--- src/sv/whpwl_pkg.sv ---
// ----------------------------------------------------------------------------
// whpwl_pkg
// Shared types, widths and codes for the weighted HPWL accumulator.
// ----------------------------------------------------------------------------
`default_nettype none

package whpwl_pkg;

    localparam int MAX_CENTERS = 1024;
    localparam int COORD_BITS  = 32;

    localparam int ADDR_W   = (MAX_CENTERS > 1) ? $clog2(MAX_CENTERS) : 1;
    localparam int COORD_XW = (COORD_BITS > 32) ? COORD_BITS : 32;
    localparam int SPAN_W   = COORD_BITS + 2;
    localparam int WEIGHT_W = 16;
    localparam int PROD_W   = SPAN_W + WEIGHT_W;
    localparam int PROD_XW  = (PROD_W > 65) ? PROD_W : 65;
    localparam int COUNT_W  = 11;
    localparam int INDEX_W  = 11;
    localparam int TOTAL_W  = 63;
    localparam int Q_DEPTH  = 4;
    localparam int Q_AW     = $clog2(Q_DEPTH);

    localparam logic [TOTAL_W-1:0] TOTAL_MAX = {TOTAL_W{1'b1}};

    localparam logic [1:0] FUNC_LOAD = 2'd0;
    localparam logic [1:0] FUNC_PIN  = 2'd1;
    localparam logic [1:0] FUNC_END  = 2'd2;

    typedef struct packed {
        logic [1:0]          func;
        logic [INDEX_W-1:0]  item_index;
        logic signed [31:0]  coord_x;
        logic signed [31:0]  coord_y;
        logic [WEIGHT_W-1:0] net_weight;
        logic                net_last;
    } t_in_word;

    typedef struct packed {
        logic [TOTAL_W-1:0] total_wirelength;
        logic               saturated;
    } t_out_word;

    typedef enum logic [1:0] {
        OP_LOAD,
        OP_PIN,
        OP_END
    } t_op;

    typedef struct packed {
        t_op                        op;
        logic [ADDR_W-1:0]          addr;
        logic                       pin_ok;
        logic                       last;
        logic [WEIGHT_W-1:0]        weight;
        logic signed [COORD_BITS-1:0] x;
        logic signed [COORD_BITS-1:0] y;
    } t_cmd;

    typedef struct packed {
        logic full;
        logic empty;
    } t_q_status;

    typedef enum logic [2:0] {
        ST_IDLE,
        ST_BOX,
        ST_SPAN,
        ST_MUL,
        ST_ACC
    } t_back_state;

endpackage

`default_nettype wire

--- src/sv/whpwl_front.sv ---
// ----------------------------------------------------------------------------
// whpwl_front
// Accepts input words, range-checks indices against the table size (and, for
// pins, the center count) and queues the words that have an effect.
// ----------------------------------------------------------------------------
`default_nettype none

module whpwl_front (
    input  wire logic                        i_clk,
    input  wire logic                        i_rst_n,
    input  wire logic                        i_in_valid,
    output logic                             o_in_ready,
    input  wire whpwl_pkg::t_in_word         i_in_word,
    input  wire logic                        i_cfg_valid,
    output logic                             o_cfg_ready,
    input  wire logic [whpwl_pkg::COUNT_W-1:0] i_cfg_data,
    input  wire whpwl_pkg::t_q_status        i_q_status,
    output logic                             o_push,
    output whpwl_pkg::t_cmd                  o_cmd
);
    import whpwl_pkg::*;

    logic [COUNT_W-1:0]         r_count;
    logic                       w_in_range;
    logic                       w_below_count;
    logic                       w_keep;
    logic signed [COORD_XW-1:0] w_x_ext;
    logic signed [COORD_XW-1:0] w_y_ext;

    always_ff @(posedge i_clk) begin
        if (!i_rst_n) begin
            r_count <= '0;
        end else if (i_cfg_valid) begin
            r_count <= i_cfg_data;
        end
    end

    assign o_cfg_ready = 1'b1;

    assign w_in_range    = 32'(i_in_word.item_index) < 32'(MAX_CENTERS);
    assign w_below_count = 32'(i_in_word.item_index) < 32'(r_count);

    always_comb begin
        w_keep = 1'b0;
        unique case (i_in_word.func)
            FUNC_LOAD: w_keep = w_in_range;
            FUNC_PIN:  w_keep = (w_in_range && w_below_count) || i_in_word.net_last;
            FUNC_END:  w_keep = 1'b1;
            default:   w_keep = 1'b0;
        endcase
    end

    assign w_x_ext = COORD_XW'(i_in_word.coord_x);
    assign w_y_ext = COORD_XW'(i_in_word.coord_y);

    always_comb begin
        o_cmd.op = OP_END;
        unique case (i_in_word.func)
            FUNC_LOAD: o_cmd.op = OP_LOAD;
            FUNC_PIN:  o_cmd.op = OP_PIN;
            default:   o_cmd.op = OP_END;
        endcase
        o_cmd.addr   = ADDR_W'(i_in_word.item_index);
        o_cmd.pin_ok = w_in_range && w_below_count;
        o_cmd.last   = i_in_word.net_last;
        o_cmd.weight = i_in_word.net_weight;
        o_cmd.x      = w_x_ext[COORD_BITS-1:0];
        o_cmd.y      = w_y_ext[COORD_BITS-1:0];
    end

    assign o_in_ready = !i_q_status.full;
    assign o_push     = i_in_valid && !i_q_status.full && w_keep;

endmodule

`default_nettype wire

--- config.mk ---
export PLATFORM = sky130hd
export DESIGN_NAME = whpwl_front
export DESIGN_NICKNAME = d
export VERILOG_FILES = /design/src/sv/whpwl_pkg.sv /design/src/sv/whpwl_front.sv
export SDC_FILE = /design/constraint.sdc
export NUM_CORES = 1
export LEC_CHECK = 0
export BUFFER_PORTS_ARGS = -buffer_cell sky130_fd_sc_hd__buf_4
export CAP_MARGIN = 10
export CORE_AREA = 2 2 79 81
export CTS_CLUSTER_DIAMETER = 120
export DETAILED_ROUTE_END_ITERATION = 10
export DIE_AREA = 0 0 81 83
export HOLD_SLACK_MARGIN = 0.02
export PLACE_DENSITY = 0.68
export SETUP_SLACK_MARGIN = 0.4
export SYNTH_ARGS = -nofsm -noshare
export SYNTH_HDL_FRONTEND = slang
export SYNTH_SLANG_ARGS = --single-unit
--- constraint.sdc ---
create_clock -name i_clk -period 4.1 [get_ports i_clk]
set_input_delay 0.205 -clock i_clk [delete_from_list [all_inputs] [get_ports i_clk]]
set_output_delay 0.205 -clock i_clk [all_outputs]
set_load 0.05 [all_outputs]
# Word-level counts from Yosys, hierarchy flattened
# Index checks and enable logic that the tools add are counted.
# Widths: inputs -> output; s select.
# totals
ff_bits,11
inputBits,111
out_inout_bits,97
wordCells,13
# classes
n_lt_le_gt_ge,2
eq_ne,2
n_mux,2
reduce_logical,6
# op_table
operator,n
$lt 11x11->1,1
$lt 11x11->1 const B,1
$pmux 2 s2,1
$logic_and 1x1->1,3
$pmux 1 s3,1
$eq 2x1->1 const B,1
$eq 2x2->1 const B,1
$logic_not 2->1,1
$logic_not 1->1,1
$logic_or 1x1->1,1

# Logic depth before layout (Yosys ltp)
# Gate-level depths: netlist of the first run.
# depth
depth_word,5
mapped_depth,6
depth_no_buf,6

# Worst setup path after synthesis of the first run
# Ideal clock, no wire load.
# synth_path
path_type,reg2out
startpoint,register r_count[5]
endpoint,output port o_push
t_arrival_ns,2.340
required_ns,3.895
path_slack_ns,1.555
path_stages_with_launch,7
path_buffers,0
cell_sequence,dfxtp_1 > inv_1 > ha_1 > and4_4 > and2_4 > a221oi_2 > o311a_1
# synth_lines
element,line,source
"start, declared",whpwl_front.sv:23,logic [COUNT_W-1:0] r_count;
"start signal, assigned",whpwl_front.sv:34,r_count <= i_cfg_data;
"end, declared",whpwl_front.sv:18,"output logic o_push,"

# Final worst setup path of the first run
# layout_path
startpoint,register r_count[6]
endpoint,output port o_push
# layout_between
elab_chain_len,5
# layout_lines
element,line,source
$lt 11x11->1,whpwl_front.sv:41,assign w_below_count = 32'(i_in_word.item_index) < 32'(r_count);
$logic_and 1x1->1,whpwl_front.sv:47,FUNC_PIN: w_keep = (w_in_range && w_below_count) || i_in_word.net_last;
$logic_or 1x1->1,whpwl_front.sv:47,
$pmux 1 s3,whpwl_front.sv:45,unique case (i_in_word.func)
$logic_and 1x1->1,whpwl_front.sv:72,assign o_push = i_in_valid && !i_q_status.full && w_keep;
# No other way between the ends.

==> summary.md, run 1 <==
| Metric | Value |
|---|---|
| Pwr Density | 283 nW/um2 |
| Register area | about 220 um2 |
| Ant diodes | 0 |
| DRC | 0 |
| I/O Buffers | 45 |
| Netlist cell types | 20 |
| Max reg flops | 11 |
| Seq cells post-synth | 11 |
| Multi-input logic area | roughly 450 um2 |
| Reg clk slew, reported paths | about 0.050 ns |
| Period utilization | 0.522 |
| Initial antenna violation count | 0 |
| Setup Buffers After CTS | 0 |
| H-tree Lvls | 1 |
| Post-CTS Hold Fix Bufs | 0 |
| Vias | 765 |
| CP max FO | 3 |
| Post-DRT Antenna Nets | 0 |
| Top Registers | r_count (11) |
| GR Util All Layers | 0.0954 |
| Final GP Congestion | a little over 0.7 |
| CP Capture Type | primary output |
| Fill cell count | around 700 |
| Mapped Nets | 293 |
| DR WL/cell | 17.5 um |
| Final Hold Fails | 0 |
| First-pass GRT wire length | between 4000 and 5000 um |
| Max Buffers Root-to-Sink | 2 |
| Maximum VDD drop | about 0.17 mV |
| Final min period | between 2 and 2.5 ns |
| Starting Density | 0.244 |
| Crit path kind | reg -> out |
| Grt total ovfl | 0 |
| Crit path required time | between 3 and 4 ns |
| Cell row count | 28 |
| Hold WS | around 0.23 ns |
| PostCTS Resize Cnt | 0 |
| Area added between synthesis and finish | -16.0% |
| LEAKAGE | approximately 0.57 nW |
| Final Max Slew Viols | 0 |
| Vias in the first global route | 798 |
| Pin count of the biggest net entering global routing | 12 |
| Warnings, synthesis | 0 |
| RSZ-0062 raised after global routing | false |
| Post-detail-place hpwl | ~3200 um |
| Clock tree root driver cell | clkbuf_8 |
| Core ar. | 5820 um2 |
| Final Skew | 0 ns |
| I/O Pins | about 210 |
| Count of final setup violators | 0 |
| Maxcap violations | 0 |
| Final core occ | 0.205 |
| Vert. Die Dim | 83 um |
| Max Fclk | around 0.47 GHz |
| Mean post-synth cell area | 8.23 um2 |
| Avg Vias per Cell | approximately 3.8 |
| Reg with most FFs | r_count |
| Sequential area share after synthesis | 0.155 |
| CTS sink cnt | 11 |
| Initial drt markers | 2 |
| Fin Setup TNS | 0 ns |
| DRT Pass-1 Iters | 2 |
| Critical Path AT | between 1.5 and 2 ns |
| Die ar. | just under 7000 um2 |
| Synth Cell Area | ~1400 um2 |
| Share of layout cells above drive strength 1 | 0.421 |
| Num CTS Buffers | 3 |
| Clock Latency Late Sink | about 0.23 ns |
| Routed WL | between 3000 and 4000 um |
| Min-delay worst type | in -> reg |
| Die Width | ~81 um |
| Cells after Synth | approximately 170 |
| Nets | 248 |
| Status | complete, no violations |
| TritonCTS clock tree | yes |
| Setup crit start kind | register |
-- stage by stage --
stage	total power, mW	cells	setup WS (ns)	instance area, um2
2_1_floorplan	0.407	172	1.56	1420
3_3_place_gp	0.232	197	2.23	1140
3_5_place_dp	0.235	197	2.21	1140
4_1_cts	0.343	201	1.95	1190
5_1_grt	0.361	201	1.84	1190
6_report	0.337	201	1.96	1190
-- Yosys cell counts, drive strengths merged --
library cell  count  area share
inv              12       0.032
and4              2       0.016
a21oi             4       0.014
nor2              1      0.0026
conb              1      0.0026
and2              1      0.0062
a221oi            1       0.011
nand2             2      0.0053
clkbuf            2      0.0053
o311a             1      0.0071
ha               10       0.088
or2               1      0.0044
nor2b            14       0.062
a211oi            1      0.0053
o21ai             4       0.014
mux2i            11       0.078
buf              93        0.49
dfxtp            11        0.16
-- metal layers --
layer,track usage,share of wire,vias up
li1,-,-,358
met2,0.147,0.45,82
met4,0.0401,0.025,2
met5,0.0500,0.011,-
met3,0.0924,0.24,14
met1,0.0791,0.27,309
-- final cells by class --
type                            count  area share
Clock buffer                        4      0.0379
Inverter                           12      0.0379
Multi-Input combinational cell     54       0.376
Sequential cell                    11       0.185
Tap cell                           75      0.0789
Timing Repair Buffer               45       0.284
-- cell families after synthesis --
| group | synth area share |
|---|---|
| buffers and inverters | 0.528 |
| AND/OR/NAND/NOR | 0.0963 |
| AO/OA/AOI/OAI | 0.0512 |
| multiplexers | 0.0777 |
| flip-flops | 0.155 |
| adder cells (fa/ha/maj) | 0.0883 |
| other | 0.00265 |
-- power by group --
group          total, mW  leakage, nW  switching [mW]  internal, mW
clock              0.106       0.0228          0.0382        0.0681
sequential         0.117       0.0909         0.00324         0.114
combinational      0.114        0.456          0.0642        0.0497
-- placed cells by master, fill, tap and decap left out --
| cell | synthesis | final |
|---|---|---|
| o311a_1 | 1 | 1 |
| o21ai_0 | 3 | 3 |
| clkbuf_1 | 2 | 1 |
| nand2_1 | 2 | 2 |
| conb_1 | 1 | 1 |
| a211oi_1 | 1 | 1 |
| or2_2 | 1 | 1 |
| inv_1 | 12 | 12 |
| and2_4 | 1 | 1 |
| nor2_1 | 1 | 1 |
| o21ai_1 | 1 | 1 |
| mux2i_1 | 11 | 11 |
| dfxtp_1 | 11 | 11 |
| nor2b_1 | 14 | 14 |
| clkbuf_8 | 0 | 3 |
| buf_4 | 92 | 45 |
| and4_4 | 2 | 2 |
| ha_1 | 10 | 10 |
| a21oi_1 | 4 | 4 |
| a221oi_2 | 1 | 1 |
-- worst paths after layout --
path | from | to | slack (ns) | depth (start not counted)
worst max-delay path | r_count[6] | o_push | 1.96 | 7
worst min-delay path | i_cfg_data[0] | r_count[0] | 0.23 | 3
worst max register to register | r_count[1] | r_count[1] | 3.50 | 2
worst min register to register | r_count[2] | r_count[2] | 0.51 | 2
-- worst max-delay path: stages, from the launching register on --
cell	delay, ns
dfxtp_1	0.34
inv_1	0.05
ha_1	0.30
and4_4	0.18
and2_4	0.15
a221oi_2	0.30
o311a_1	0.20
buf_4	0.20
(Power assumes the default switching activity.)
==> inputs of run 2 (changes only) <==
--- a/config.mk
+++ b/config.mk
@@ -5,14 +5,15 @@
 export SDC_FILE = /design/constraint.sdc
 export NUM_CORES = 1
 export LEC_CHECK = 0
+export ABC_AREA = 1
 export BUFFER_PORTS_ARGS = -buffer_cell sky130_fd_sc_hd__buf_4
 export CAP_MARGIN = 10
-export CORE_AREA = 2 2 79 81
+export CORE_AREA = 2 2 81 83
 export CTS_CLUSTER_DIAMETER = 120
 export DETAILED_ROUTE_END_ITERATION = 10
-export DIE_AREA = 0 0 81 83
+export DIE_AREA = 0 0 83 85
 export HOLD_SLACK_MARGIN = 0.02
-export PLACE_DENSITY = 0.68
+export PLACE_DENSITY = 0.65
 export SETUP_SLACK_MARGIN = 0.4
 export SYNTH_ARGS = -nofsm -noshare
 export SYNTH_HDL_FRONTEND = slang
==> constraint.sdc (replaced) <==
create_clock -name i_clk -period 2.2 [get_ports i_clk]
set_input_delay 0.11 -clock i_clk [delete_from_list [all_inputs] [get_ports i_clk]]
set_output_delay 0.11 -clock i_clk [all_outputs]
set_load 0.05 [all_outputs]
==> run 2 against run 1 <==
- die area up 4.9%
- core utilization up 1.4 points
- sequential power up 90%
- first-iteration DRC count rose to 4.5 times the previous value
- hold slack worse by 0.12 ns
- clock-buffer cell count unchanged
- clock skew unchanged
- combinational power up 130%
- register-to-register slack worse by 2.0 ns
- sequential cell count unchanged
- area after synthesis up 0.71%
- critical path type unchanged
- highest routed layer is now met4
==> summary.md, run 2 <==
| Metric | Value |
|---|---|
| Final Hold Fails | 0 (unchanged) |
| DR WL/cell | 12.4 um (-29%) |
| Cell row count | 29 (+3.6%) |
| CP max FO | 2 (-1) |
| GR Util All Layers | 0.0752 (-0.0202) |
| LEAKAGE | 0.637 nW (+12%) |
| Switching power | 238 uW (+130%) |
| Cell mode on critical path | nand2_1 |
| Count of final setup violators | 0 (unchanged) |
| Area added between synthesis and finish | -4.91% |
| Post-synth top cells | 92 x buf_4, 21 x nand2_1, 20 x inv_1, 12 x a21oi_1, 11 x dfxtp_1 |
| Sequential area share after synthesis | 0.154 (-0.00109) |
| Clock power share | 0.295 (-0.020) |
| Maximum VDD drop | 0.177 mV (+5.8%) |
| Reg clk slew, reported paths | 0.05 ns (about the same) |
| Initial antenna violation count | 0 (unchanged) |
| Worst R2R Setup Slack | 1.54 ns (-1.96 ns) |
| DRT Pass-1 Iters | 4 (+2) |
| Share of layout cells above drive strength 1 | 0.618 (+0.198) |
| Post-detail-place hpwl | 2290 um (-29%) |
| CP cell instances | inv_2 > ha_4 > a21oi_2 > nand2_1 > nand2_1 > nand3_2 > nand2_1 > nand2_1 > a21oi_2 > buf_6 |
| Dpl ws | 0.595 ns (-1.62 ns) |
| Setup crit start kind | register |
| Total power | 690 uW (+100%) |
| I/O Pins | 208 (unchanged) |
| Area leader, netlist | buf_4 |
| Routed WL | 2830 um (-19%) |
| Internal Power | 452 uW (+95%) |
| Num CTS Buffers | 3 (unchanged) |
| Sw frac | 0.345 (+0.0320) |
| Final GP Congestion | 0.615 (-15%) |
| Die Width | 83 um (+2.5%) |
| Commonest cells after routing, fill and taps aside | 45 x buf_4, 19 x nand2_1, 16 x inv_2 |
| DRC | 0 (unchanged) |
| Vert. Die Dim | 85 um (+2.4%) |
| Final min period | 1.73 ns |
| Hold WS | 0.108 ns (-0.122 ns) |
| TritonCTS clock tree | yes |
| Warnings, synthesis | 0 (unchanged) |
| Fin Setup TNS | 0 ns (unchanged) |
| I/O Buffers | 45 (unchanged) |
| Core ar. | 6200 um2 (+6.7%) |
| EDFF count, synth | 0 (unchanged) |
| Ant diodes | 0 (unchanged) |
| Vias | 884 (+16%) |
| Setup WS post-layout | 0.474 ns (-1.49 ns) |
| Starting Density | 0.230 (-0.0137) |
| Yosys top cell area share | 0.484 (-0.00342) |
| Nets | 274 (+10%) |
| Slowest CP cell | dfxtp_2 |
| First-pass GRT wire length | 4060 um (-14%) |
| Post-CTS Hold Fix Bufs | 0 (unchanged) |
| Seq pwr share | 0.321 (-0.026) |
| Period utilization | 0.785 |
| Initial drt markers | 9 (+7) |
| Synth Cell Area | 1430 um2 (+0.71%) |
| Pwr Density | 509 nW/um2 (+80%) |
| Crit path required time | 2.09 ns (-1.80 ns) |
| Netlist cell types | 17 (-15%) |
| Reg with most FFs | r_count |
| Seq cells post-synth | 11 (unchanged) |
| Crit path kind | reg -> out |
| Max Buffers Root-to-Sink | 2 (unchanged) |
| Most frequent cell after synthesis | buf_4 |
| Post-synth ARST share | 0 (unchanged) |
| Avg Vias per Cell | 3.86 (+1.4%) |
| Die ar. | 7060 um2 (+4.9%) |
| Final Skew | 0 ns (unchanged) |
| Main flop type after synthesis | dfxtp_1 |
| Pin count of the biggest net entering global routing | 22 (+10) |
| Vias in the first global route | 837 (+4.9%) |
| Clock Latency Late Sink | 0.23 ns (about the same) |
| Post-DRT Antenna Nets | 0 (unchanged) |
| Min-delay worst type | in -> reg |
| Mean post-synth cell area | 7.20 um2 (-13%) |
| CP Capture Type | primary output |
| Max reg flops | 11 (unchanged) |
| Worst path max stage delay | 0.31 ns (-0.03 ns) |
| Grt total ovfl | 0 (unchanged) |
| Logic pwr share | 0.384 (+0.046) |
| Final Max Slew Viols | 0 (unchanged) |
| Top Registers | r_count (11) |
| Critical Path AT | 1.62 ns (-0.32 ns) |
| Clock tree root driver cell | clkbuf_8 |
| Status | complete, no violations |
| Cells after Synth | 198 (+15%) |
| Maxcap violations | 0 (unchanged) |
| CTS sink cnt | 11 (unchanged) |
| H-tree Lvls | 1 (unchanged) |
| Area contributors post-synth | buf_4 48%, dfxtp_1 15%, ha_1 8.8%, nand2_1 5.5%, inv_1 5.3% |
| Max Fclk | slightly below 0.6 GHz |
| Mapped Nets | 319 (+8.9%) |
| RSZ-0062 raised after global routing | true |
| Most common cell after layout, fill and taps aside | buf_4 |
-- run 2: timing repair --
action / CTS / global route
gates resized for setup: 16 / 20
pin swaps: 10 / 17
buffers inserted: 0 / 1
endpoints found under the setup margin: 1 / 1
-- run 2: power groups by stage --
stage                     registers (mW)  logic [mW]  clock network (mW)
after detailed placement           0.221       0.235                   0
after CTS                          0.219       0.253               0.215
after global routing               0.223       0.294               0.224
final                              0.222       0.265               0.204
after global placement             0.221       0.231                   0
after floorplan                    0.220       0.554                   0
-- run 2: final cells by class --
type                       instances  area, um2
inverter                          25       96.3
fill                             695       4850
multi-input combinational         66        539
tap                               77       96.3
clock buffer                       4       45.0
timing repair buffer              46        349
sequential                        11        230
-- run 2: kinds of logic (layout without fill, tap and decap cells) --
group / Yosys count / count (layout) / synth area share
buffers and inverters: 121 / 75 / 0.563
AND/OR/NAND/NOR: 29 / 29 / 0.0956
AO/OA/AOI/OAI: 26 / 26 / 0.0965
flip-flops: 11 / 11 / 0.154
adder cells (fa/ha/maj): 10 / 10 / 0.0877
other: 1 / 1 / 0.00263
-- run 2: per-stage QoR --
step	instances	util	area, um2
after global routing	229	0.219	1360
after detailed placement	224	0.186	1150
after global placement	224	0.186	1150
final	229	0.219	1360
after floorplan	198	-	1430
after CTS	228	0.205	1270
-- run 2: worst max-delay path, delay by kind of cell (launching register included) --
family,cells,cell delay [ns]
fa+ha+maj,1,0.20
flops,1,0.31
simple gates,5,0.35
compound gates,2,0.26
buf+inv,2,0.24
-- run 2: worst paths after layout --
check	from	to	cells past startpoint
worst max register to register	r_count[4]	r_count[4]	3
worst max-delay path	r_count[2]	o_push	10
worst min-delay path	i_cfg_data[0]	r_count[0]	3
worst min register to register	r_count[7]	r_count[7]	2
-- run 2: metal layers --
layer	GRT usage	vias up	wire, um
met2	0.120	55	1350
met1	0.0700	379	962
li1	-	424	-
met3	0.0263	26	304
met5	0	-	0
met4	0.0894	0	214
==> inputs of run 3 (changes only) <==
==> constraint.sdc (replaced) <==
create_clock -name i_clk -period 1.6 [get_ports i_clk]
set_input_delay 0.08 -clock i_clk [delete_from_list [all_inputs] [get_ports i_clk]]
set_output_delay 0.08 -clock i_clk [all_outputs]
set_load 0.05 [all_outputs]
==> run 3 against run 2 <==
- the flow now finishes with violations (negative setup slack)
- critical path depth increased by 2
- register-to-register slack got worse by 0.62 ns
- combinational power increased by 57%
- non-clock buffer count increased by 5
- hold slack got worse by 0.038 ns
- clock skew unchanged
- die area unchanged
- core utilization increased by 1.4 points
- clock power increased by 39%
- sequential power increased by 37%
- total power increased by 45%
- global-route usage increased by 0.59 points
- critical path type unchanged
==> summary.md, run 3 (same netlist as run 2, synthesis figures left out) <==
| Metric | Value |
|---|---|
| Status | finished with violations |
| Violated checks | negative setup slack |
| Avg Vias per Cell | 3.94 (+2.2%) |
| Commonest cells after routing, fill and taps aside | 48 x buf_4, 17 x inv_2, 13 x nand2_2 |
| Max Buffers Root-to-Sink | 2 (unchanged) |
| FF-to-FF Start | r_count[1] |
| Maximum VDD drop | 0.185 mV (+4.2%) |
| Vert. Die Dim | 85 um (unchanged) |
| Core ar. | 6200 um2 (unchanged) |
| Period utilization | 1.07 |
| Placed insts | 224 (unchanged) |
| CTS sink cnt | 11 (unchanged) |
| Nets | 279 (+1.8%) |
| Post-detail-place hpwl | 2260 um (-1.2%) |
| First-pass GRT wire length | 4490 um (+11%) |
| Final Hold Fails | 0 (unchanged) |
| Setup WS post-layout | -0.119 ns (-0.594 ns) |
| Reg with most FFs | r_count |
| Fin Setup TNS | -0.119 ns (-0.119 ns) |
| R2R depth | 3 (unchanged) |
| Crit. Startpoint | r_count[10] |
| Clock Latency Late Sink | 0.23 ns (about the same) |
| Min-delay worst type | in -> reg |
| Final GP Congestion | 0.657 (+6.9%) |
| Initial antenna violation count | 0 (unchanged) |
| Top Registers | r_count (11) |
| CP max FO | 2 (unchanged) |
| Vias | 923 (+4.4%) |
| Most common cell after layout, fill and taps aside | buf_4 |
| Max reg flops | 11 (unchanged) |
| Worst R2R Setup Slack | 0.92 ns (-0.62 ns) |
| DRC | 0 (unchanged) |
| Starting Density | 0.230 (unchanged) |
| Setup crit start kind | register |
| DR WL/cell | 12.5 um (+0.80%) |
| Grt total ovfl | 0 (unchanged) |
| Die ar. | 7060 um2 (unchanged) |
| Area added between synthesis and finish | 1.32% |
| CP Capture Type | primary output |
| Num CTS Buffers | 3 (unchanged) |
| Maxcap violations | 0 (unchanged) |
| Initial drt markers | 9 (unchanged) |
| Routed WL | 2920 um (+3.0%) |
| Post-DRT Antenna Nets | 0 (unchanged) |
| H-tree Lvls | 1 (unchanged) |
| Crit path kind | reg -> out |
| Die Width | 83 um (unchanged) |
| Pin count of the biggest net entering global routing | 22 (unchanged) |
| Dpl ws | 0.00376 ns (-0.591 ns) |
| Final Max Slew Viols | 0 (unchanged) |
| Critical Path AT | 1.64 ns (+0.02 ns) |
| Final min period | between 1.5 and 2 ns |
| LEAKAGE | 0.669 nW (+5.1%) |
| Final Skew | 0 ns (unchanged) |
| RSZ-0062 raised after global routing | true |
| I/O Pins | 208 (unchanged) |
| Share of layout cells above drive strength 1 | 0.701 (+0.0822) |
| I/O Buffers | 45 (unchanged) |
| GR Util All Layers | 0.0811 (+0.00593) |
| DRT Pass-1 Iters | 3 (-1) |
| Worst Setup EP | o_push |
| Crit path required time | 1.52 ns (-0.57 ns) |
| Reg-to-Reg End | r_count[1] |
| Pwr Density | 694 nW/um2 (+36%) |
| TritonCTS clock tree | yes |
| Max Fclk | 0.582 GHz |
| Count of final setup violators | 1 (+1) |
| Total power | 1.00 mW (+45%) |
| Fin cells | 234 (+2.2%) |
| Post-CTS Hold Fix Bufs | 0 (unchanged) |
| Reg clk slew, reported paths | 0.05 ns (about the same) |
| Vias in the first global route | 914 (+9.2%) |
| Clock tree root driver cell | clkbuf_8 |
| Ant diodes | 0 (unchanged) |
| Cell row count | 29 (unchanged) |
## run 3: cell count changes in the layout (fill, tap and decap cells not counted), sizes merged
cell	change
buf	+5
## run 3: stage by stage
step	instance area [um2]	util	hold slack (ns)
2_1_floorplan	1430	-	0.205
3_3_place_gp	1160	0.187	0.160
3_5_place_dp	1160	0.187	0.160
4_1_cts	1310	0.211	0.0626
5_1_grt	1450	0.233	0.104
6_report	1450	0.233	0.0701
## run 3: worst min path at each step
stage / slack, ns / cells after the start / to / start
floorplan: 0.21 / 1 / o_cmd[92] / i_in_word[93]
global placement: 0.16 / 0 / o_cmd[12] / i_in_word[29]
detailed placement: 0.16 / 0 / o_cmd[12] / i_in_word[29]
CTS: 0.06 / 3 / r_count[0] / i_cfg_data[0]
global route: 0.10 / 3 / r_count[0] / i_cfg_data[0]
finish: 0.07 / 3 / r_count[0] / i_cfg_data[0]
## run 3: layout make-up
cell class	instances	area (um2)
clock buffers	4	45.0
fillers	669	4760
inverters	25	93.8
multi-input cells	66	581
flip-flops and latches	11	231
well taps	77	96.3
repair buffers	51	398
## run 3: timing repair
action	4_1_cts	5_1_grt
resized for setup	18	32
setup endpoints to repair	2	2
pin swaps	3	18
setup buffers	2	4
endpoints found under the hold margin	0	0
## run 3: power breakdown
part	switching, mW	leakage [nW]	internal (mW)	total (mW)
clock network	0.107	0.0228	0.175	0.283
logic	0.232	0.552	0.185	0.416
registers	0.00792	0.0941	0.297	0.305
## run 3: critical path: stages (launching register included)
cell,delay [ns]
dfxtp_2,0.31
inv_2,0.07
ha_4,0.20
nand2_2,0.06
inv_2,0.04
nand2_2,0.07
inv_1,0.05
nand2_2,0.05
nand3_2,0.09
nand2_1,0.09
nand2_2,0.06
a21oi_4,0.14
buf_6,0.17
## run 3: metal layers
layer | routed length [um] | vias to the layer above | share of wire | global-route usage
met3 | 371 | 30 | 0.13 | 0.0389
met2 | 1420 | 52 | 0.49 | 0.130
met5 | 0 | - | 0 | 0
met1 | 951 | 408 | 0.33 | 0.0777
li1 | - | 433 | - | -
met4 | 175 | 0 | 0.060 | 0.0730
