<file path="config.mk">
export PLATFORM = sky130hd
export DESIGN_NAME = whpwl_fifo
export DESIGN_NICKNAME = d
export VERILOG_FILES = /design/src/sv/whpwl_pkg.sv /design/src/sv/whpwl_fifo.sv
export SDC_FILE = /design/constraint.sdc
export NUM_CORES = 1
export LEC_CHECK = 0
export BUFFER_PORTS_ARGS = -buffer_cell sky130_fd_sc_hd__buf_2
export CAP_MARGIN = 20
export CORE_AREA = 2 2 191 193
export CTS_CLUSTER_DIAMETER = 80
export DETAILED_ROUTE_END_ITERATION = 6
export DIE_AREA = 0 0 193 195
export PLACE_DENSITY = 0.63
export SLEW_MARGIN = 20
export SYNTH_ARGS = -nofsm -noshare
export SYNTH_HDL_FRONTEND = slang
export SYNTH_SLANG_ARGS = --single-unit
</file>
<file path="constraint.sdc">
create_clock -name i_clk -period 3.97 [get_ports i_clk]
set_clock_uncertainty 0.2 [all_clocks]
set_input_delay 0 -clock i_clk [delete_from_list [all_inputs] [get_ports i_clk]]
set_output_delay 0 -clock i_clk [all_outputs]
set_load 0.005 [all_outputs]
</file>
<file path="src/sv/whpwl_pkg.sv">
// ----------------------------------------------------------------------------
// whpwl_pkg
// Shared types, widths and codes for the weighted HPWL accumulator.
// ----------------------------------------------------------------------------
`default_nettype none

package whpwl_pkg;

    localparam int MAX_CENTERS = 1024;
    localparam int COORD_BITS  = 32;

    localparam int ADDR_W   = (MAX_CENTERS > 1) ? $clog2(MAX_CENTERS) : 1;
    localparam int COORD_XW = (COORD_BITS > 32) ? COORD_BITS : 32;
    localparam int SPAN_W   = COORD_BITS + 2;
    localparam int WEIGHT_W = 16;
    localparam int PROD_W   = SPAN_W + WEIGHT_W;
    localparam int PROD_XW  = (PROD_W > 65) ? PROD_W : 65;
    localparam int COUNT_W  = 11;
    localparam int INDEX_W  = 11;
    localparam int TOTAL_W  = 63;
    localparam int Q_DEPTH  = 4;
    localparam int Q_AW     = $clog2(Q_DEPTH);

    localparam logic [TOTAL_W-1:0] TOTAL_MAX = {TOTAL_W{1'b1}};

    localparam logic [1:0] FUNC_LOAD = 2'd0;
    localparam logic [1:0] FUNC_PIN  = 2'd1;
    localparam logic [1:0] FUNC_END  = 2'd2;

    typedef struct packed {
        logic [1:0]          func;
        logic [INDEX_W-1:0]  item_index;
        logic signed [31:0]  coord_x;
        logic signed [31:0]  coord_y;
        logic [WEIGHT_W-1:0] net_weight;
        logic                net_last;
    } t_in_word;

    typedef struct packed {
        logic [TOTAL_W-1:0] total_wirelength;
        logic               saturated;
    } t_out_word;

    typedef enum logic [1:0] {
        OP_LOAD,
        OP_PIN,
        OP_END
    } t_op;

    typedef struct packed {
        t_op                        op;
        logic [ADDR_W-1:0]          addr;
        logic                       pin_ok;
        logic                       last;
        logic [WEIGHT_W-1:0]        weight;
        logic signed [COORD_BITS-1:0] x;
        logic signed [COORD_BITS-1:0] y;
    } t_cmd;

    typedef struct packed {
        logic full;
        logic empty;
    } t_q_status;

    typedef enum logic [2:0] {
        ST_IDLE,
        ST_BOX,
        ST_SPAN,
        ST_MUL,
        ST_ACC
    } t_back_state;

endpackage

`default_nettype wire

</file>
<file path="src/sv/whpwl_fifo.sv">
// ----------------------------------------------------------------------------
// whpwl_fifo
// Short command queue between the front and back parts.
// ----------------------------------------------------------------------------
`default_nettype none

module whpwl_fifo (
    input  wire logic             i_clk,
    input  wire logic             i_rst_n,
    input  wire logic             i_push,
    input  wire whpwl_pkg::t_cmd  i_cmd,
    input  wire logic             i_pop,
    output whpwl_pkg::t_cmd       o_cmd,
    output whpwl_pkg::t_q_status  o_status
);
    import whpwl_pkg::*;

    t_cmd            r_slot [Q_DEPTH];
    logic [Q_AW-1:0] r_wr_ptr;
    logic [Q_AW-1:0] r_rd_ptr;
    logic [Q_AW:0]   r_fill;

    always_ff @(posedge i_clk) begin
        if (i_push) begin
            r_slot[r_wr_ptr] <= i_cmd;
        end
    end

    always_ff @(posedge i_clk) begin
        if (!i_rst_n) begin
            r_wr_ptr <= '0;
            r_rd_ptr <= '0;
            r_fill   <= '0;
        end else begin
            if (i_push) begin
                r_wr_ptr <= r_wr_ptr + 1'b1;
            end
            if (i_pop) begin
                r_rd_ptr <= r_rd_ptr + 1'b1;
            end
            r_fill <= r_fill + (Q_AW+1)'(i_push) - (Q_AW+1)'(i_pop);
        end
    end

    assign o_cmd          = r_slot[r_rd_ptr];
    assign o_status.full  = r_fill == (Q_AW+1)'(Q_DEPTH);
    assign o_status.empty = r_fill == '0;

endmodule

`default_nettype wire

</file>
# Word-level counts from Yosys, hierarchy flattened
# Memories as Yosys holds them, arrays and structs flattened. A register that Yosys moved wholly into a read port is not among the register bits.
# Cells that the tools add are included.
# word_totals
reg_bits	7
ramBits	376
inputBits	98
output_inout_bits	96
elab_cells	14
mem_count	1
# mem_list
memory	depth	word_bits	rd	rd_ports_with_merged_regs	write_ports	line_no	source
r_slot	4	94	1	1	1	whpwl_fifo.sv:18	t_cmd r_slot [Q_DEPTH];
# op_classes
n_addsub	4
eq_ne	1
mux	4
reduce_logical	1
# ops
operator	n
2-bit by 1-bit adder with 2-bit output, second input constant	2
2-bit two-way mux	2
3-bit by 1-bit adder with 3-bit output	1
3-bit equality test, second input constant	1
3-bit zero test	1
3-bit by 1-bit subtractor with 3-bit output	1
1-bit two-way mux	2

# Logic depth before layout (Yosys ltp)
# Gate-level depths: netlist (run 1).
# logic_depth
depth_word	3
ltp_mapped	7
ltp_nobuf	7

# Least setup slack after synthesis (run 1)
# No wires, ideal clock.
# synth_timing
kind	flip-flop to flip-flop
startpoint	reg r_wr_ptr[0]
endpoint	mem r_slot[0][0] (netlist bit), enable pin
setup_ps	463
arrival_time_ps	2719
t_required_ps	3307
setup_slack_ps	588
stages_incl_launch_ff	4
n_path_buf	0
period_less_slack_ps	3382
path_cell_list	dfxtp_1 > inv_1 > ha_1 > and2_1
# synth_lines
item	line_no	source
from (decl)	whpwl_fifo.sv:19	logic [Q_AW-1:0] r_wr_ptr;
from (signal assigned)	whpwl_fifo.sv:36	r_wr_ptr <= r_wr_ptr + 1'b1;
to (decl)	whpwl_fifo.sv:18	
# Straight into the memory's write port.

==> results.md, run 1 <==
Run status:
- The run finished with clean final reports.

Yosys:
- The area share of and/or/nand/nor cells after synthesis is 0.534%.
- By count the netlist is led by edfxtp_1, mux4_2, dfxtp_1.
- The arithmetic-cell share of the synthesized area counting full adders, half adders and majority gates is 0.676%.
- The register bit count reported by yosys is 385.
- The number of synthesis warnings is 0.
- Ranked by total cell area, the synthesized netlist is headed by edfxtp_1, mux4_2, dfxtp_1, buf_12, ha_1.
- The share of async-settable or async-resettable flops after synthesis is 0%.
- Summed over all instances, the cell type with the most area after synthesis is edfxtp_1.
- Yosys instantiated no cell more often than edfxtp_1.
- Yosys mapped a number of flops with a built-in enable equal to 376.
- The portion of the post-synthesis area used by sequential elements is 81.5%.
- The cell count after synthesis came out at roughly 530.
- For this run, the leading register cell type out of synthesis is edfxtp_1.
- A synthesized cell averages 26.4 um2.
- The mux contribution to synthesized area is 15.1%.
- Of the post-synthesis cell area, the dominant cell type holds about four fifths.
- The number of distinct standard cells referenced by the synthesized netlist is 21.
- The mapped netlist covers 14100 um2.
- The dominant combinational cell family by area after synthesis is multiplexers.
- The number of nets in the synthesized netlist is 639.
- The share of the synthesized netlist area taken by xor and xnor gates is less than 1%.
- Summing the areas of all compound-gate instances in the mapped netlist gives 0.107% of the synthesized area.

Worst hold path:
- The class of the most critical hold timing path is input port to flip-flop.

STA:
- Setup repair after global routing left no endpoint under its margin.
- The final-report hold violation count is 0.
- The slew at the pin with the worst max-slew slack is roughly 0.76 ns.
- The fmax is roughly 370 MHz.
- The max-slew violation total from the final report is 0.
- In this run the tightest slew margin relative to its limit is 49.5%.
- In the final timing run, aggregate negative setup slack is 0 ns.
- The time the worst path needs with I/O delays and setup is 2.69 ns.
- The tightest hold path in the finished design has a slack of 0.0278 ns.
- The worst path uses 67.6% of the clock period.
- The number of endpoints failing setup at the final stage is 0.

Drt:
- Wires add up to 27900 um.
- The detailed-router iteration count before antenna repair is 6.
- The total met2 wirelength after detailed routing is 13800 um.
- The post-detailed-route via-to-cell ratio is 4.84.
- The detail route stage leaves a number of antenna-violating nets equal to 0.
- The count of routing violations after the opening detailed-route iteration is 323.
- The via total after detailed routing is approximately 6800.
- For this block, wires on met1 add up to roughly 12000 um.
- The routed design uses 1770 um of met3 wire.
- In the routed design, unresolved DRC markers number 0.
- In the final routed layout, each cell accounts on average for around 20 um.
- The top metal layer carrying routed signals is met4.

Floorplan:
- The die covers 37600 um2.
- The vertical die dimension is 195 um.
- The floorplan has 69 rows.
- For this configuration, the core starts out at a cell density of 39.8%.
- The chip width is between 150 and 200 um.
- The core area is around 35000 um2.
- During I/O placement, the number of pins put on the boundary was 194.

Power and ir drop:
- Net switching is between 20% and 30% of the power.
- The peak supply drop is 0.000419 V.
- The sequential group share of total power is approximately half.
- In this run the power spent charging and discharging nets is around 0.0020 W.
- In this run the static leakage power is ~6.3 nW.
- The share of total power dissipated in the clock network is between 30% and 40%.
- The total internal power is ~0.0072 W.
- Combinational logic burns 9.9% of the power.
- Power spread over the standard cell area amounts to 498 nW/um2.

Final layout:
- The number of antenna cells inserted is 0.
- The synthesis-to-layout area growth is 31.0%.
- The number of nets in the layout is between 1000 and 1500.
- Cells with a size suffix above 1 make up a little under two fifths of the layout.
- The post-route core utilization is 52.1%.
- After filler insertion, the fill cell instance count of the layout stands at 2806.

Place:
- Routability-driven placement finished with a final weighted congestion of 0.671.
- The number of buffer cells added on primary ports is ~190.
- The total half-perimeter wirelength after legalization and detailed placement is 15400 um.

Setup path:
- The worst setup path is of the flip-flop to output pin kind.
- Data on the critical path arrives at its endpoint at 2.49 ns.
- For this design, the slowest cell found on the critical path is dfxtp_4.
- The kind of start point of the critical path is a flip-flop.
- Walking the worst path, the cells encountered are buf_4 > mux4_2 > buf_2.
- The required time of the critical path is 3.77 ns.
- Of all nets on the critical path, the largest fanout is 24.
- The worst setup path is captured at an output pin.
- The largest stage delay on the critical path is 0.63 ns.

CTS:
- TritonCTS built the clock tree.
- The clock sink count is 385.
- CTS built an H-tree with a depth of 2.
- The root buffer cell is clkbuf_16.
- The clock insertion delay at the later pin of the skew report is around 0.54 ns.
- Clock-pin slew was measured on the worst setup and hold paths at around 0.060 ns.
- The setup fix buffers added after clock tree synthesis is 0.
- The CTS buffer count is 40.
- Counting along the longest clock path gives a buffer depth of 3.

Global routing:
- The first global-routing pass estimated roughly 42000 um of wire.
- The total overflow left after global routing is 0.
- Entering global routing, the biggest net connects 58 pins.
- The via count of the first global-routing pass is ~7500.
- The number of antenna violations at the first check in global routing is 0.
- The overall track demand over capacity in global routing is between 10% and 20%.

Run:
- The tool flagged a number of max-cap violations equal to 0.
==> logic make-up (layout without fill, tap and decap cells) <==
group                      count (synthesis)  in the layout
and+or+nand+nor                           14             14
AOI/OAI and AO/OA                          2              2
muxes                                     95             95
buffers and inverters                     28            446
adders and majority gates                  7              7
DFF                                      385            385
xor gates and xnor gates                   3              3
==> critical path, delay by kind of cell, from the launching register on <==
kind,cells,cell delay (ns)
buf+inv,2,0.68
mux,1,0.58
flops,1,0.63
==> state kept, by name, indices dropped and copies added, names as in the netlist, named ones only <==
| signal | flops |
|---|---|
| r_rd_ptr | 2 |
| r_wr_ptr | 2 |
| r_slot | 376 |
| r_fill | 3 |
==> routing by layer <==
layer  GRT usage (%)  vias to the layer above
met3            4.12                       33
li1                -                     3076
met5               0                        -
met2            24.7                      167
met1            19.5                     3564
met4            4.83                        0
==> power by group through the flow <==
stage          Sequential, W  Combinational (W)  Clock, W
2_1_floorplan        0.00480           0.000475         0
3_3_place_gp         0.00482           0.000781         0
3_5_place_dp         0.00483           0.000790         0
4_1_cts              0.00475           0.000925   0.00362
5_1_grt              0.00476           0.000995   0.00377
6_report             0.00474           0.000908   0.00352
==> per-stage QoR <==
step	instance area, um2	cells	total power [W]	setup WS [ns]
global route	18400	1413	0.00953	1.09
global placement	15600	1176	0.00561	1.79
CTS	18400	1412	0.00929	1.19
finish	18400	1413	0.00917	1.28
floorplan	14100	534	0.00528	0.588
detailed placement	15600	1176	0.00562	1.79
==> area by class of cell <==
type	count	area, um2	area share, %
repair buffers	367	2760	15.0
inverters	7	26.3	0.142
clock buffers	50	1070	5.80
well taps	461	577	3.13
flip-flops and latches	385	11500	62.3
clock inverters	22	164	0.889
multi-input cells	121	2360	12.8
==> cell usage in the layout (no fill, tap or decap), types with 3 or more instances in the layout <==
cell type,n
edfxtp_1,376
buf_2,193
dlygate4sd3_1,165
mux4_2,94
clkbuf_16,41
clkinv_1,10
clkbuf_1,8
inv_1,7
dfxtp_1,7
ha_1,6
buf_12,6
nor2_1,5
clkinv_2,5
and2_4,4
inv_6,3
buf_4,3
==> worst paths after layout <==
| kind | from | endpoint | slack (ns) | cells past startpoint |
|---|---|---|---|---|
| min | i_cmd[58] | r_slot[1][58] | 0.03 | 2 |
| max reg2reg | r_fill[0] | r_fill[1] | 1.61 | 7 |
| max | flip-flop | o_cmd[26] | 1.28 | 3 |
| min reg2reg | r_rd_ptr[1] | flip-flop | 0.32 | 2 |
==> timing repair <==
item                                   CTS  global route
hold buffers                           164             1
endpoints found under the hold margin  418             4
resized for setup                        0             0
(Power assumes the default switching activity.)
==> run 2, diff against run 1 <==
==> constraint.sdc (replaced) <==
create_clock -name i_clk -period 2.7 [get_ports i_clk]
set_clock_uncertainty 0.2 [all_clocks]
set_input_delay 0 -clock i_clk [delete_from_list [all_inputs] [get_ports i_clk]]
set_output_delay 0 -clock i_clk [all_outputs]
set_load 0.005 [all_outputs]
==> results.md, run 2 (synthesis gave the netlist of run 1 again) <==
Run status:
- Result of the run: completed (unchanged).

Drt:
- The detailed-router iteration count before antenna repair is 4 (was 6).
- The wire length reported by the detailed router came to 27100 um (was 27900 um).
- The via total after detailed routing is 6682 (was 6840).
- The average detailed-routed wire length per instance was 19.8 um (about the same).
- The remaining antenna violation count after routing is 0 (unchanged).
- The post-detailed-route via-to-cell ratio is 4.89 (was 4.84).
- The DRC violations left is 0 (unchanged).
- The count of routing violations after the opening detailed-route iteration is 305 (was 323).

Power and ir drop:
- The power density normalized to cell area is 755 nW/um2 (was 498 nW/um2).
- The peak supply drop came to 0.000675 V (was 0.000419 V).
- The share of power burned in the clock network is 39.6% (was 38.4%).
- The total internal power is 0.0109 W (was 0.00722 W).
- The switching share of power is 20.6% (was 21.3%).
- The share of total power in combinational logic is 9.6% (was 9.9%).
- The sequential group share of total power is 50.8% (was 51.7%).
- The total net switching power is 0.00281 W (was 0.00196 W).
- The reported leakage power came to 6.17 nW (was 6.31 nW).
- The overall power consumption is 0.0137 W (was 0.00917 W).

Final layout:
- Largest regs: r_slot x376, r_fill x3 (unchanged).
- The synthesis-to-layout area growth came to 28.7% (was 31.0%).
- The commonest non-fill, non-tap cell in the layout is edfxtp_1 (unchanged).
- The number of nets in the layout is 982 (was 1027).
- The combined area of the multi-input logic cells was 2360 um2 (unchanged).
- The sequential cell area in the final layout came to 11500 um2 (unchanged).
- The fraction of final layout cells sized beyond drive strength 1 is 39.8% (was 37.5%).
- The flip-flop count of the largest register, all copies and words added was 376 (unchanged).
- The number of standard cells in the layout, taps in and fillers out is 1367 (was 1413).
- Commonest cells after routing, fill and taps aside: edfxtp_1, buf_2, dlygate4sd3_1 (unchanged).
- The number of fill cells was 2839 (was 2806).
- The most flop-heavy register is r_slot (unchanged).

Worst hold path:
- The class of the most critical hold timing path is input port to flip-flop (unchanged).

STA:
- The time the worst path needs with I/O delays and setup is between 2 and 2.5 ns.
- The share of the clock period used by the worst path after layout is 86.8%.
- The final-report hold violation count is 0 (unchanged).
- The max-slew violation total from the final report is 0 (unchanged).
- The max-slew headroom at the worst pin came to 69.5% (was 49.5%).
- The worst hold slack after final layout is 0.0233 ns (was 0.0278 ns).
- The fmax is 427 MHz.
- The slew at the pin with the worst max-slew slack is 0.458 ns (was 0.757 ns).
- Setup repair after global routing missed its margin: no (unchanged).
- The number of endpoints failing setup at the final stage is 0 (unchanged).
- The final total negative setup slack was 0 ns (unchanged).

Setup path:
- The critical path capture point type is a flip-flop (was output pin).
- The timing endpoint of the critical path is r_fill[1] (was o_cmd[26]).
- The startpoint-to-endpoint class of the critical path is flip-flop to flip-flop (was flip-flop to output pin).
- The reg-to-reg startpoint is r_fill[0] (unchanged).
- The required time of the critical path was 2.92 ns (was 3.77 ns).
- The worst setup path startpoint is r_fill[0].
- The critical path arrival is 2.56 ns (was 2.49 ns).
- The biggest fanout along the worst timing path is 2 (was 24).
- The destination of the worst register-to-register timing path was r_fill[1] (unchanged).
- The flop-to-flop setup slack is 0.36 ns (was 1.61 ns).
- The kind of start point of the critical path is a flip-flop (unchanged).
- The depth of the worst register-to-register path is 7 (unchanged).

Floorplan:
- The chip width was 193 um (unchanged).
- The boundary pin count was 194 (unchanged).
- The vertical die dimension is 195 um (unchanged).
- The total die area came to 37600 um2 (unchanged).
- The effective utilization at floorplan is 39.8% (unchanged).
- The cell row count was 69 (unchanged).
- The core area is 35400 um2 (unchanged).

Place:
- The number of buffer cells added on primary ports is 193 (unchanged).
- The cell count after placement is 1180 (was 1176).
- The total half-perimeter wirelength after legalization and detailed placement is 15500 um (was 15400 um).
- The routability congestion estimate from global placement was 0.690 (was 0.671).

CTS:
- The maximum level of the CTS H-tree is 2 (unchanged).
- The clock sink count is 385 (unchanged).
- The root buffer cell is clkbuf_16 (unchanged).
- The clock insertion delay at the later pin of the skew report is 0.53 ns (was 0.54 ns).
- The CTS buffer count is 41 (was 40).
- The clock transition at the registers of the reported paths is 0.06 ns (about the same).
- The maximum clock insertion buffer count came to 3 (unchanged).
- The clock tree from TritonCTS is built (unchanged).

Global routing:
- The pin count of the biggest net entering global routing is 53 (was 58).
- The number of antenna violations at the first check in global routing was 1 (was 0).
- The wire length of the first global-routing pass is 41500 um (was 42400 um).
- The overall track demand over capacity in global routing was 14.6% (was 15.0%).
- The remaining global-route overflow is 0 (unchanged).
- The via count of the first global-routing pass is 7321 (was 7507).

Run:
- The max-cap check violation count is 0 (unchanged).
[run 2: layer usage]
metal | global-route usage, % | part of all wire (%)
met5 | 0 | 0
met1 | 18.8 | 42
met2 | 24.7 | 50
met3 | 3.70 | 6.3
met4 | 4.01 | 1.6
[run 2: worst min path at each step]
stage | to | cells after the start | start | slack [ns]
floorplan | r_slot[0][0] | 0 | i_cmd[0] | -0.10
global placement | r_slot[1][88] | 1 | i_cmd[88] | 0.01
detailed placement | r_slot[1][88] | 1 | i_cmd[88] | 0.02
CTS | r_slot[3][13] | 2 | i_cmd[13] | 0.0008
global route | r_slot[2][15] | 2 | i_cmd[15] | 0.01
finish | r_slot[3][13] | 2 | i_cmd[13] | 0.02
[run 2: what timing repair did]
item | CTS | global route
hold buffers | 115 | 0
buffers inserted | 0 | 0
endpoints found under the hold margin | 451 | 0
endpoints found under the setup margin | 0 | 0
resized for setup | 0 | 0
[run 2: power groups by stage]
stage / Clock (W) / Combinational, W / Sequential [W]
after floorplan: 0 / 0.000700 / 0.00705
after global placement: 0 / 0.00119 / 0.00706
after detailed placement: 0 / 0.00120 / 0.00708
after CTS: 0.00556 / 0.00135 / 0.00695
after global routing: 0.00580 / 0.00145 / 0.00697
final: 0.00541 / 0.00131 / 0.00695
[run 2: final cells by class]
type                    count  area share (%)
diodes                      1          0.0138
clock inverters            19            1.10
clock buffers              52            6.13
flip-flops and latches    385            63.4
well taps                 461            3.19
inverters                   7           0.145
multi-input cells         121            13.1
repair buffers            321            13.0
[run 2: worst max-delay path, stage by stage (launching register included)]
cell and delay (ns):
dfxtp_1 0.33, inv_1 0.06, ha_1 0.27, inv_1 0.04, ha_1 0.18, fa_1 0.44, and2_1 0.15, dlygate4sd3_1 0.54
[run 2: metrics by stage]
stage | util [%] | instance area [um2] | setup slack, ns
2_1_floorplan | - | 14100 | 0.355
3_3_place_gp | 44.2 | 15600 | 0.814
3_5_place_dp | 44.2 | 15600 | 0.789
4_1_cts | 51.2 | 18100 | 0.327
5_1_grt | 51.2 | 18100 | 0.274
6_report | 51.2 | 18100 | 0.357
==> run 3, diff against run 2 <==
--- a/config.mk
+++ b/config.mk
@@ -11,7 +11,7 @@
 export CTS_CLUSTER_DIAMETER = 80
 export DETAILED_ROUTE_END_ITERATION = 6
 export DIE_AREA = 0 0 193 195
-export PLACE_DENSITY = 0.63
+export PLACE_DENSITY = 0.67
 export SLEW_MARGIN = 20
 export SYNTH_ARGS = -nofsm -noshare
 export SYNTH_HDL_FRONTEND = slang
==> results.md, run 3 (synthesis gave the netlist of run 1 again) <==
Global routing:
- The global-route met2 utilization came to 24.6% (was 24.7%).
- The global routing met1 resource utilization came to 20.2% (was 18.8%).
- The overall track demand over capacity in global routing is 15.1% (was 14.6%).
- The global-route met3 utilization is 3.38% (was 3.70%).
- The pin count of the biggest net entering global routing is 95 (was 53).
- The via count of the first global-routing pass came to 7486 (was 7321).
- The remaining global-route overflow is 0 (unchanged).
- The layer with the highest usage is met2 (unchanged).
- The wire length of the first global-routing pass came to 42800 um (was 41500 um).
- The number of antenna violations at the first check in global routing is 3 (was 1).

Setup path:
- Worst-path cell chain: inv_1 > ha_1 > inv_1 > ha_1 > fa_1 > and2_1 > dlygate4sd3_1 (unchanged).
- The cell type of the slowest stage on the worst timing path is dlygate4sd3_1 (unchanged).
- The depth of the worst register-to-register path is 7 (unchanged).
- The biggest fanout along the worst timing path came to 2 (unchanged).
- The required time of the critical path came to 2.93 ns (was 2.92 ns).
- The critical path arrival is 2.58 ns (was 2.56 ns).
- The count of buffer and inverter cells on the critical path is 3 (unchanged).
- The critical path depth in cells is 7 (unchanged).
- The flop-to-flop setup slack is 0.35 ns (was 0.36 ns).
- The largest stage delay on the critical path is 0.56 ns (was 0.54 ns).
- The critical path capture point type was a flip-flop (unchanged).
- The critical path's top delay family is adder cells (unchanged).
- The startpoint-to-endpoint class of the critical path is flip-flop to flip-flop (unchanged).
- The kind of start point of the critical path is a flip-flop (unchanged).

STA:
- The worst hold slack after final layout is 0.0265 ns (was 0.0233 ns).
- The fmax is 425 MHz (was 427 MHz).
- The max-slew headroom at the worst pin is 58.5% (was 69.5%).
- The time the worst path needs with I/O delays and setup is 2.35 ns (was 2.34 ns).
- Setup repair after global routing missed its margin: no (unchanged).
- The final-report hold violation count is 0 (unchanged).
- The number of endpoints failing setup at the final stage is 0 (unchanged).
- The max-slew violation total from the final report is 0 (unchanged).
- The slew at the pin with the worst max-slew slack is 0.622 ns (was 0.458 ns).
- The share of the clock period used by the worst path after layout is 87.2% (was 86.8%).
- The final total negative setup slack is 0 ns (unchanged).

CTS:
- The clock tree from TritonCTS is built (unchanged).
- The root buffer cell was clkbuf_16 (unchanged).
- The maximum clock insertion buffer count came to 3 (unchanged).
- The clock insertion delay at the later pin of the skew report is 0.54 ns (was 0.53 ns).
- The number of gates resized after CTS is 0 (unchanged).
- The clock transition at the registers of the reported paths is 0.06 ns (about the same).
- The setup fix buffers added after clock tree synthesis is 0 (unchanged).
- The CTS buffer count is 41 (unchanged).
- The maximum level of the CTS H-tree was 2 (unchanged).
- The clock sink count is 385 (unchanged).
- The hold buffer count at CTS came to 153 (was 115).

Run:
- The max-cap check violation count is 0 (unchanged).

Worst hold path:
- The class of the most critical hold timing path is input port to flip-flop (unchanged).
- The hold-critical path depth is 2 (unchanged).

Drt:
- The post-detailed-route via-to-cell ratio came to 4.87 (was 4.89).
- The detailed-router iteration count before antenna repair is 4 (unchanged).
- The DRC violations left is 0 (unchanged).
- The via total after detailed routing came to 6873 (was 6682).
- The average detailed-routed wire length per instance is 19.7 um (was 19.8 um).
- The remaining antenna violation count after routing was 0 (unchanged).
- The wire length reported by the detailed router is 27700 um (was 27100 um).
- The count of routing violations after the opening detailed-route iteration came to 439 (was 305).

Final layout:
- The combined area of the multi-input logic cells was 2360 um2 (unchanged).
- The number of nets in the layout is 1019 (was 982).
- Commonest cells after routing, fill and taps aside: edfxtp_1, buf_2, dlygate4sd3_1 (unchanged).
- The commonest non-fill, non-tap cell in the layout is edfxtp_1 (unchanged).
- The fraction of final layout cells sized beyond drive strength 1 is 38.7% (was 39.8%).
- The synthesis-to-layout area growth came to 31.6% (was 28.7%).
- The number of fill cells came to 2762 (was 2839).
- The sequential cell area in the final layout is 11500 um2 (unchanged).
- The most flop-heavy register is r_slot (unchanged).
- The flip-flop count of the largest register, all copies and words added came to 376 (unchanged).
- Largest regs: r_slot x376, r_fill x3 (unchanged).

Power and ir drop:
- The share of power burned in the clock network is 40.6% (was 39.6%).
- The peak supply drop came to 0.000539 V (was 0.000675 V).
- The reported leakage power is 6.35 nW (was 6.17 nW).
- The sequential group share of total power is 49.8% (was 50.8%).
- The total internal power is 0.0111 W (was 0.0109 W).
- The power density normalized to cell area was 755 nW/um2 (about the same).
- The share of total power in combinational logic was 9.6% (about the same).
- The total net switching power is 0.00290 W (was 0.00281 W).
- The switching share of power is 20.7% (was 20.6%).

Place:
- The total half-perimeter wirelength after legalization and detailed placement is 15200 um (was 15500 um).
- The number of buffer cells added on primary ports is 193 (unchanged).
- The routability congestion estimate from global placement is 0.670 (was 0.690).

Floorplan:
- The total die area was 37600 um2 (unchanged).
- The chip width is 193 um (unchanged).
- The vertical die dimension is 195 um (unchanged).
- The core area was 35400 um2 (unchanged).
- The boundary pin count is 194 (unchanged).
- The cell row count is 69 (unchanged).
- The effective utilization at floorplan is 39.8% (unchanged).

Run status:
- Result of the run: completed (unchanged).
[run 3: cell types whose count changed in the layout (fill, tap and decap cells not counted)]
cell,previous run,this run
dlygate4sd3_1,115,153
clkbuf_1,9,5
clkinvlp_4,0,2
diode_2,1,3
clkinv_8,1,0
buf_12,11,8
buf_4,2,4
bufinv_16,4,6
clkinv_2,4,8
clkinv_1,9,10
[run 3: worst register-to-register path: cells and delay by family, from the launching register on]
| kind | cells | cell delay [ns] |
|---|---|---|
| buf+inv | 3 | 0.65 |
| simple gates | 1 | 0.16 |
| flops | 1 | 0.33 |
| fa+ha+maj | 3 | 0.90 |
[run 3: final cells by class]
class                   instances  area share [%]
diodes                          3          0.0405
clock buffers                  48            5.91
clock inverters                27            1.52
inverters                       7           0.142
multi-input cells             121            12.8
flip-flops and latches        385            62.0
well taps                     461            3.12
repair buffers                358            14.5
[run 3: path summary, 6_finish.rpt]
check,startpoint,endpoint
max,r_fill[0],r_fill[1]
min,i_cmd[16],r_slot[2][16]
max reg2reg,r_fill[0],r_fill[1]
min reg2reg,r_rd_ptr[0],flip-flop
[run 3: power by group through the flow]
| stage | Combinational (W) | Sequential (W) | Clock [W] |
|---|---|---|---|
| 2_1_floorplan | 0.000700 | 0.00705 | 0 |
| 3_5_place_dp | 0.00118 | 0.00709 | 0 |
| 5_1_grt | 0.00147 | 0.00698 | 0.00606 |
| 3_3_place_gp | 0.00117 | 0.00708 | 0 |
| 4_1_cts | 0.00137 | 0.00697 | 0.00581 |
| 6_report | 0.00134 | 0.00696 | 0.00567 |
[run 3: stage by stage]
| step | area [um2] | power, W | utilization (%) | std cells | worst slack [ns] |
|---|---|---|---|---|---|
| 6_report | 18500 | 0.0140 | 52.3 | 1410 | 0.347 |
| 5_1_grt | 18500 | 0.0145 | 52.3 | 1408 | 0.233 |
| 4_1_cts | 18500 | 0.0141 | 52.3 | 1407 | 0.272 |
| 3_5_place_dp | 15600 | 0.00827 | 44.1 | 1179 | 0.848 |
| 3_3_place_gp | 15600 | 0.00825 | 44.1 | 1179 | 0.860 |
| 2_1_floorplan | 14100 | 0.00775 | - | 534 | 0.355 |
[run 3: metal layers]
layer,part of all wire [%],up-vias
li1,-,3058
met1,44,3587
met2,49,188
met3,5.8,40
met4,1.8,0
met5,0,-
